File: src/rtl/assert_macros.svh
// ---------------------------------------------------------------------------
// Assertion macros shared by the RTL files.
// Simulation builds get concurrent assertions clocked on clk and disabled
// while arst_n is low. Synthesis builds get empty bodies.
// ---------------------------------------------------------------------------
`ifndef ASSERT_MACROS_SVH
`define ASSERT_MACROS_SVH

`ifndef SYNTHESIS
// Checks that the property holds at every rising edge outside reset.
`define ASSERT_ALWAYS(lbl, prop, msg) \
	lbl: assert property (@(posedge clk) disable iff (!arst_n) (prop)) \
		else $error(msg);
// Checks that the expression is never true at a rising edge outside reset.
`define ASSERT_NEVER(lbl, expr, msg) \
	lbl: assert property (@(posedge clk) disable iff (!arst_n) !(expr)) \
		else $error(msg);
`else
`define ASSERT_ALWAYS(lbl, prop, msg)
`define ASSERT_NEVER(lbl, expr, msg)
`endif

`endif

File: src/rtl/wwpe_pkg.sv
`timescale 1ns / 1ps
// ---------------------------------------------------------------------------
// wwpe_pkg: shared types and constants
// Payload structs, operation and register codes and sequencer states.
// ---------------------------------------------------------------------------
package wwpe_pkg;

	localparam int TAG_W     = 16;
	localparam int WEIGHT_W  = 16;
	localparam int CNT_OUT_W = 6;
	localparam int TOT_OUT_W = 24;
	localparam int CFG_W     = 24;
	localparam int CFG_IDX_W = 2;
	localparam int MAXMSG_W  = 6;
	localparam int MAXTOK_W  = 24;

	// Operation codes.
	localparam logic [1:0] OP_APPEND  = 2'd0;
	localparam logic [1:0] OP_CLEAR   = 2'd1;
	localparam logic [1:0] OP_TRIM    = 2'd2;
	localparam logic [1:0] OP_RESTORE = 2'd3;

	// Register indexes.
	localparam logic [CFG_IDX_W-1:0] REG_MAX_MESSAGES = 2'd0;
	localparam logic [CFG_IDX_W-1:0] REG_MAX_TOKENS   = 2'd1;

	localparam logic [MAXMSG_W-1:0] MAXMSG_RESET = 6'd32;
	localparam logic [MAXTOK_W-1:0] MAXTOK_RESET = 24'hFFFFFF;

	typedef struct packed {
		logic [1:0]          opcode;
		logic [TAG_W-1:0]    entry_tag;
		logic [WEIGHT_W-1:0] weight;
		logic                is_system;
		logic                is_streaming;
	} req_t;

	typedef struct packed {
		logic                 kind;
		logic [TAG_W-1:0]     evicted_tag;
		logic [WEIGHT_W-1:0]  evicted_weight;
		logic [CNT_OUT_W-1:0] entry_count;
		logic [TOT_OUT_W-1:0] total_weight;
		logic                 dropped;
		logic                 last;
	} rsp_t;

	// One stored entry.
	typedef struct packed {
		logic                pin;
		logic [WEIGHT_W-1:0] weight;
		logic [TAG_W-1:0]    tag;
	} entry_t;

	typedef enum logic [2:0] {
		ST_IDLE,
		ST_CHECK,
		ST_SCAN,
		ST_EVICT,
		ST_STATUS
	} state_t;

endpackage

File: src/rtl/wwpe_store.sv
`timescale 1ns / 1ps
// ---------------------------------------------------------------------------
// wwpe_store: entry memory
// DEPTH+1 entries, one write port and one read port with registered data.
// ---------------------------------------------------------------------------
module wwpe_store #(
	parameter int DEPTH = 32
) (
	input  logic                               clk,
	input  logic                               we,
	input  logic [$clog2(DEPTH+1)-1:0]         waddr,
	input  wwpe_pkg::entry_t                   wdata,
	input  logic                               re,
	input  logic [$clog2(DEPTH+1)-1:0]         raddr,
	output wwpe_pkg::entry_t                   rdata
);

	wwpe_pkg::entry_t mem [DEPTH+1];

	always_ff @(posedge clk) begin
		if (we) begin
			mem[waddr] <= wdata;
		end
		if (re) begin
			rdata <= mem[raddr];
		end
	end

endmodule

File: src/rtl/weighted_window_with_pinned_entries_top.sv
`timescale 1ns / 1ps
// Sequence: a clear or restore goes from its transfer straight to its status. An append or
// trim goes through a check first; each eviction adds a scan over the memory read port
// and a result, then another check. A trim halted by pinned entries ends its scan in the
// status. The block takes one item at a time; result stalls keep it busy longer.
// Reset: arst_n clears the count, total, limits (to 32 and 16777215) and the sequencer.
// The entry memory is not cleared; only entries below the count are ever read.
// ---------------------------------------------------------------------------
// weighted_window_with_pinned_entries_top
// Ordered window of tagged, weighted entries with pinned marks. Appends and restores go
// to the tail; an append or trim evicts the oldest unpinned entry while the count or
// total weight exceeds its limit, reporting each eviction, then a final status.
// ---------------------------------------------------------------------------
`include "assert_macros.svh"

module weighted_window_with_pinned_entries_top #(
	parameter int DEPTH = 32
) (
	input  logic                               clk,
	input  logic                               arst_n,
	input  logic                               req_valid,
	output logic                               req_ready,
	input  wwpe_pkg::req_t                     req,
	output logic                               rsp_valid,
	input  logic                               rsp_ready,
	output wwpe_pkg::rsp_t                     rsp,
	input  logic                               cfg_we,
	input  logic [wwpe_pkg::CFG_IDX_W-1:0]     cfg_index,
	input  logic [wwpe_pkg::CFG_W-1:0]         cfg_data
);

	// The store holds one entry more than DEPTH so that an append can land
	// before the trim brings the count back down.
	localparam int SLOTS     = DEPTH + 1;
	localparam int AW        = $clog2(SLOTS);
	localparam int CW        = $clog2(SLOTS + 1);
	localparam int TW        = $clog2(SLOTS * 65535 + 1);
	localparam int CMW       = (CW > wwpe_pkg::MAXMSG_W) ? CW : wwpe_pkg::MAXMSG_W;
	localparam int TMW       = (TW > wwpe_pkg::MAXTOK_W) ? TW : wwpe_pkg::MAXTOK_W;
	localparam int OCW       = (CW > wwpe_pkg::CNT_OUT_W) ? CW : wwpe_pkg::CNT_OUT_W;
	localparam int OTW       = (TW > wwpe_pkg::TOT_OUT_W) ? TW : wwpe_pkg::TOT_OUT_W;
	localparam logic [CW-1:0] SLOTS_C = CW'(SLOTS);

	wwpe_pkg::state_t state_q, state_d;

	// Architectural state and limits.
	logic [CW-1:0]                  cnt_q;
	logic [TW-1:0]                  total_q;
	logic [wwpe_pkg::MAXMSG_W-1:0]  max_msg_q;
	logic [wwpe_pkg::MAXTOK_W-1:0]  max_tok_q;

	// Per-item working registers.
	logic                           dropped_q;
	logic [CW-1:0]                  ra_q;     // next address to read in the scan
	logic                           dv_q;     // read data valid this cycle
	logic [AW-1:0]                  da_q;     // address of the data now returning
	logic                           found_q;  // oldest unpinned entry seen
	logic [wwpe_pkg::TAG_W-1:0]     ev_tag_q;
	logic [wwpe_pkg::WEIGHT_W-1:0]  ev_w_q;

	// Result register.
	logic                           rsp_valid_q;
	wwpe_pkg::rsp_t                 rsp_q;

	// Memory interface.
	logic                           mem_we;
	logic [AW-1:0]                  mem_waddr;
	wwpe_pkg::entry_t               mem_wdata;
	logic                           mem_re;
	wwpe_pkg::entry_t               mem_rdata;

	logic                           accept;
	logic                           is_append;
	logic                           room;
	logic                           need_trim;
	logic                           out_free;
	logic                           scan_done;
	wwpe_pkg::entry_t               new_entry;

	assign req_ready = (state_q == wwpe_pkg::ST_IDLE);
	assign accept    = req_valid && req_ready;
	assign is_append = (req.opcode == wwpe_pkg::OP_APPEND) ||
		(req.opcode == wwpe_pkg::OP_RESTORE);
	assign room      = (cnt_q < SLOTS_C);
	assign out_free  = !rsp_valid_q || rsp_ready;

	// Trim continues while either limit is exceeded and more than one entry remains.
	assign need_trim = ((CMW'(cnt_q) > CMW'(max_msg_q)) || (TMW'(total_q) > TMW'(max_tok_q)))
		&& (cnt_q > CW'(1));

	// The scan streams reads over entries 0 .. count-1. Data comes back in the
	// next cycle; once the oldest unpinned entry is seen, each later entry
	// is written back one place lower, closing the gap in the same pass.
	assign mem_re    = (state_q == wwpe_pkg::ST_SCAN) && (ra_q < cnt_q);
	assign scan_done = (state_q == wwpe_pkg::ST_SCAN) && !dv_q && !mem_re;

	always_comb begin
		new_entry.pin    = req.is_system || req.is_streaming;
		new_entry.weight = req.weight;
		new_entry.tag    = req.entry_tag;
	end

	always_comb begin
		if (state_q == wwpe_pkg::ST_SCAN) begin
			mem_we    = dv_q && found_q;
			mem_waddr = da_q - AW'(1);
			mem_wdata = mem_rdata;
		end else begin
			mem_we    = accept && is_append && room;
			mem_waddr = cnt_q[AW-1:0];
			mem_wdata = new_entry;
		end
	end

	wwpe_store #(
		.DEPTH (DEPTH)
	) u_store (
		.clk   (clk),
		.we    (mem_we),
		.waddr (mem_waddr),
		.wdata (mem_wdata),
		.re    (mem_re),
		.raddr (ra_q[AW-1:0]),
		.rdata (mem_rdata)
	);

	// Sequencer state register.
	always_ff @(posedge clk or negedge arst_n) begin
		if (!arst_n) begin
			state_q <= wwpe_pkg::ST_IDLE;
		end else begin
			state_q <= state_d;
		end
	end

	// Next state.
	always_comb begin
		state_d = state_q;
		unique case (state_q)
			wwpe_pkg::ST_IDLE: begin
				if (accept) begin
					unique case (req.opcode)
						wwpe_pkg::OP_APPEND,
						wwpe_pkg::OP_TRIM:    state_d = wwpe_pkg::ST_CHECK;
						wwpe_pkg::OP_CLEAR,
						wwpe_pkg::OP_RESTORE: state_d = wwpe_pkg::ST_STATUS;
						default:              state_d = wwpe_pkg::ST_STATUS;
					endcase
				end
			end
			wwpe_pkg::ST_CHECK: begin
				state_d = need_trim ? wwpe_pkg::ST_SCAN : wwpe_pkg::ST_STATUS;
			end
			wwpe_pkg::ST_SCAN: begin
				if (scan_done) begin
					state_d = found_q ? wwpe_pkg::ST_EVICT : wwpe_pkg::ST_STATUS;
				end
			end
			wwpe_pkg::ST_EVICT: begin
				if (out_free) begin
					state_d = wwpe_pkg::ST_CHECK;
				end
			end
			wwpe_pkg::ST_STATUS: begin
				if (out_free) begin
					state_d = wwpe_pkg::ST_IDLE;
				end
			end
			default: state_d = wwpe_pkg::ST_IDLE;
		endcase
	end

	// Count, total, limits and scan control.
	always_ff @(posedge clk or negedge arst_n) begin
		if (!arst_n) begin
			cnt_q     <= '0;
			total_q   <= '0;
			max_msg_q <= wwpe_pkg::MAXMSG_RESET;
			max_tok_q <= wwpe_pkg::MAXTOK_RESET;
			dropped_q <= 1'b0;
			ra_q      <= '0;
			dv_q      <= 1'b0;
			found_q   <= 1'b0;
		end else begin
			// The user must write the configuration only while the block is idle; the block itself does not enforce it.
			if (cfg_we) begin
				unique case (cfg_index)
					wwpe_pkg::REG_MAX_MESSAGES: max_msg_q <= cfg_data[wwpe_pkg::MAXMSG_W-1:0];
					wwpe_pkg::REG_MAX_TOKENS:   max_tok_q <= cfg_data[wwpe_pkg::MAXTOK_W-1:0];
					default: ;
				endcase
			end

			if (accept) begin
				dropped_q <= 1'b0;
				if (req.opcode == wwpe_pkg::OP_CLEAR) begin
					cnt_q   <= '0;
					total_q <= '0;
				end else if (is_append) begin
					if (room) begin
						cnt_q   <= cnt_q + CW'(1);
						total_q <= total_q + TW'(req.weight);
					end else begin
						dropped_q <= 1'b1;
					end
				end
			end

			if ((state_q == wwpe_pkg::ST_CHECK) && need_trim) begin
				ra_q    <= '0;
				dv_q    <= 1'b0;
				found_q <= 1'b0;
			end

			if (state_q == wwpe_pkg::ST_SCAN) begin
				dv_q <= mem_re;
				if (mem_re) begin
					ra_q <= ra_q + CW'(1);
				end
				if (dv_q && !found_q && !mem_rdata.pin) begin
					found_q <= 1'b1;
				end
				if (scan_done && found_q) begin
					cnt_q   <= cnt_q - CW'(1);
					total_q <= total_q - TW'(ev_w_q);
				end
			end
		end
	end

	// Payload registers of the scan.
	always_ff @(posedge clk) begin
		if (mem_re) begin
			da_q <= ra_q[AW-1:0];
		end
		if ((state_q == wwpe_pkg::ST_SCAN) && dv_q && !found_q && !mem_rdata.pin) begin
			ev_tag_q <= mem_rdata.tag;
			ev_w_q   <= mem_rdata.weight;
		end
	end

	// Result register: a result waits here for its transfer while the
	// sequencer moves on to the next step.
	always_ff @(posedge clk or negedge arst_n) begin
		if (!arst_n) begin
			rsp_valid_q <= 1'b0;
		end else if (((state_q == wwpe_pkg::ST_EVICT) || (state_q == wwpe_pkg::ST_STATUS))
			&& out_free) begin
			rsp_valid_q <= 1'b1;
		end else if (rsp_ready) begin
			rsp_valid_q <= 1'b0;
		end
	end

	always_ff @(posedge clk) begin
		if (out_free) begin
			rsp_q.entry_count  <= wwpe_pkg::CNT_OUT_W'(OCW'(cnt_q));
			rsp_q.total_weight <= wwpe_pkg::TOT_OUT_W'(OTW'(total_q));
			if (state_q == wwpe_pkg::ST_EVICT) begin
				rsp_q.kind           <= 1'b0;
				rsp_q.evicted_tag    <= ev_tag_q;
				rsp_q.evicted_weight <= ev_w_q;
				rsp_q.dropped        <= 1'b0;
				rsp_q.last           <= 1'b0;
			end else if (state_q == wwpe_pkg::ST_STATUS) begin
				rsp_q.kind           <= 1'b1;
				rsp_q.evicted_tag    <= '0;
				rsp_q.evicted_weight <= '0;
				rsp_q.dropped        <= dropped_q;
				rsp_q.last           <= 1'b1;
			end
		end
	end

	assign rsp_valid = rsp_valid_q;
	assign rsp       = rsp_q;

	// The count never exceeds the number of slots.
	`ASSERT_ALWAYS(a_cnt_bound, cnt_q <= SLOTS_C, "entry count exceeds store size")
	// A shift write targets the slot below the returning data and never wraps below slot zero.
	`ASSERT_NEVER(a_shift_addr, (state_q == wwpe_pkg::ST_SCAN) && dv_q && found_q
		&& (da_q == '0), "shift write below slot zero")
	// An eviction is only reported while at least one entry remains.
	`ASSERT_ALWAYS(a_evict_cnt, (state_q == wwpe_pkg::ST_EVICT) |-> (cnt_q != '0),
		"eviction with an empty store")
	// The block takes no new item while a scan is in progress.
	`ASSERT_ALWAYS(a_busy, (state_q == wwpe_pkg::ST_SCAN) |-> !req_ready,
		"item transfer during a scan")

endmodule

File: config.mk
export PLATFORM = sky130hd
export DESIGN_NAME = weighted_window_with_pinned_entries_top
export DESIGN_NICKNAME = d
export VERILOG_FILES = /design/src/rtl/wwpe_pkg.sv /design/src/rtl/wwpe_store.sv /design/src/rtl/weighted_window_with_pinned_entries_top.sv
export VERILOG_INCLUDE_DIRS = /design/src /design/src/rtl
export SDC_FILE = /design/constraint.sdc
export NUM_CORES = 2
export LEC_CHECK = 0
export BUFFER_PORTS_ARGS = -buffer_cell sky130_fd_sc_hd__buf_2
export CORE_MARGIN = 2
export CORE_UTILIZATION = 56
export DETAILED_ROUTE_END_ITERATION = 10
export PLACE_DENSITY = 0.84
export SLEW_MARGIN = 20
export SYNTH_ARGS = -nofsm -noshare
export SYNTH_HDL_FRONTEND = slang
export SYNTH_SLANG_ARGS = --single-unit
File: constraint.sdc
create_clock -name clk -period 4.73 [get_ports clk]
set_input_delay 0 -clock clk [delete_from_list [all_inputs] [get_ports clk]]
set_output_delay 0 -clock clk [all_outputs]
set_load 0.01 [all_outputs]
==> flow_summary.toml <==
[status]
status = "completed"

[grt]
grt_overflow = 0
grt_pass1_vias = 29021
grtUsageTotal_pct = 29.1
grt_start_max_net_pins = 72
grt_pass1_wl_microns = 201000
antenna_found_initial = 5

[sta]
finalHoldViolCount = 0
finalSetupViolCount = 0
drv_slew = 0
slew_headroom_pct = 23.5
fin_crit_ns = 4.31
clock_skew_ns = 0.0635
worst_pin_slew_ns = 1.15
rsz0062_at_grt = "no"
period_share_pct = 91.1
fmaxAchievable_mhz = 232
tns_ns = 0

[floorplan]
dieArea_sq_um = 95400
rows = 111
dieWidth_microns = 309
io_pins = 134
die_h_microns = 309
core_area_sq_um = 91900
initial_core_util_pct = 56.6

[cells_and_area]
stdcell_count = 4249
drive_above_1_share_pct = 29.0
fillers = 5664
nNetsFinal = 3041
multi_input_area_sq_um = 13100
seq_area_sq_um = 38500
fin_util_pct = 64.6
postLayoutCellArea_sq_um = 59400
syn_to_final_growth_pct = 14.1

[setup_path]
path_cells = "or3b_2, o21ai_0, nand2_1, nor2_4, buf_12"
critPathBufInv = 1
crit_path_start_kind = "register"
worstPathRequired_ns = 5.16
crit_type = "register to register"
crit_arrival_ns = 4.74
crit_path_max_incr_delay_ns = 0.94
path_delay_family = "simple AND/OR/NAND/NOR gates"
crit_slowest_cell = "o21ai_0"
critPathMaxFanout = 19
worstSetupEndpointType = "register"

[flow_run]
cap_violations = 0

[synthesis]
synth_area_leaders = "edfxtp_1, mux4_2, dfrtp_1, ha_1, nand2_1"
async_reset_ff_share_pct = 5.49
syn-cell-area_sq_um = 52000
netlist_instances = 2623
yosysMostFrequentCell = "edfxtp_1"
synth_ff_type = "edfxtp_1"
yosys_register_bits = 1293
synth_cell_types = 87
synth_edf_count = 1222
synth-warning-count = 0
avgSynthCellArea_sq_um = 19.8
yosys.area.top_type = "edfxtp_1"
synth_top_cells_by_count = "edfxtp_1, mux4_2, nand2_1"
yosysTopAreaCellShare_pct = 70.5
seq_area_frac_synth_pct = 74.0

[routing]
drc = 0
drt_iter0_drc = 4386
wl_per_cell_microns = 32.9
ant_nets = 0
vias = 28810
viasPerCell = 6.78
drt-total-wl_microns = 140000
drt_pass1_iterations = 6

[clocking]
clk_pin_slew_worst_paths_ns = 0.06
htreeDepth = 3
cts_made_buffers = 119
clk_path_buf_depth = 3
cts-root-buf = "clkbuf_16"
worstSkewPairLatency_ns = 0.75
cts_sinks = 1293
cts_tree = "done"
ctsResizeCount = 0
cts_setup_buffers = 0
cts_hold_buffers = 56

[place]
dpl_cell_area_sq_um = 54900
hpwl_microns = 80000
placed_cells = 3965
gp_congestion = 0.962
io_buffers = 131

[power]
leakage_nw = 19.4
powerDensity_nw_per_um2 = 554
vdd_ir_drop_max_uv = 434
p_total_mw = 32.9

[worst_hold_path]
hold_path.class = "input pin to register"
-- power breakdown --
group          internal (mW)  switching (mW)  total, mW
Clock                   5.30            4.45       9.75
Combinational           3.73            5.08       8.81
Sequential              13.7           0.679       14.4
-- kinds of logic (layout without fill, tap and decap cells) --
kind of cell             count (synthesis)  count (layout)  synth area share [%]
flip-flops                            1293            1293                  74.0
AND/OR/NAND/NOR                        401             401                  3.58
multiplexers                           395             395                  15.6
AO/OA/AOI/OAI                          254             254                  3.14
buffers and inverters                  184             563                  1.54
adder cells (fa/ha/maj)                 74              74                  1.81
XOR/XNOR                                21              21                 0.353
other                                    1               5               0.00720
-- worst reg2reg max path, delay by kind of cell (launching register included) --
family / cells / cell delay [ns]
DFF: 1 / 0.57
AOI/OAI and AO/OA: 1 / 0.95
buffers and inverters: 1 / 0.26
and+or+nand+nor: 3 / 2.26
-- worst paths after layout --
path / to / cells after the start / slack (ns) / startpoint
worst max-delay path: u_store.mem[28][27]$_DFFE_PP_ / 5 / 0.42 / state_q[1]$_DFFE_PN0P_
worst min-delay path: max_tok_q[22]$_DFFE_PN1P_ / 3 / 0.01 / cfg_we
worst max register to register: u_store.mem[28][27]$_DFFE_PP_ / 5 / 0.42 / state_q[1]$_DFFE_PN0P_
worst min register to register: ev_w_q[4]$_DFFE_PP_ / 0 / 0.44 / u_store.rdata[20]$_DFFE_PP_
max in group asynchronous: ra_q[1]$_DFF_PN0_ / 3 / 3.93 / arst_n
min in group asynchronous: max_msg_q[1]$_DFFE_PN0P_ / 3 / 0.11 / arst_n
-- routing by layer --
layer / vias up / wire length (microns) / GRT usage (%)
met2: 2477 / 68600 / 46.8
met4: 2 / 5220 / 10.2
met1: 14706 / 48600 / 39.7
met5: - / 18 / 0
li1: 11236 / - / -
met3: 389 / 17400 / 6.80
-- flip-flops by register name, indices dropped and copies added, names as in the netlist --
register and count:
u_store.mem 1089, rsp 62, u_store.rdata 33, max_tok_q 24
total_q 22, ev_tag_q 16, ev_w_q 16, cnt_q 6
da_q 6, max_msg_q 6, ra_q 6, state_q 3
dropped_q 1, dv_q 1, found_q 1, rsp_valid 1
-- per-stage QoR --
step / hold slack, ns / setup slack, ns
floorplan: -0.296 / 0.421
global placement: 0.232 / 0.927
detailed placement: 0.240 / 0.730
CTS: 0.00000694 / 0.631
global route: 0.0251 / 0.434
finish: 0.0143 / 0.419
-- cell type report --
class	count	area share (%)
repair buffers	275	3.53
diodes	3	0.0126
inverters	64	0.407
multi-input cells	1147	22.0
clock inverters	78	1.29
flip-flops and latches	1293	64.9
clock buffers	146	5.27
well taps	1243	2.62
-- cells in the final DEF (no fill, tap or decap), drive strengths merged, types with 6 or more instances in the layout --
cell,n
a21oi,58
o31a,6
nor2,90
o22ai,10
nand3,21
dfstp,25
a211oi,12
mux4,330
nand2b,7
inv,69
a21o,18
clkbuf,146
ha,72
edfxtp,1222
mux2,26
clkinv,60
o21bai,6
o21a,10
buf,219
and2,23
dlygate4sd3,56
nand4,8
nand2,189
xor2,10
nor3,18
bufinv,10
dfrtp,46
o211ai,10
o21ai,81
nor2b,8
xnor2,11
mux2i,39
No activity file was read; power rests on OpenSTA's default activity.
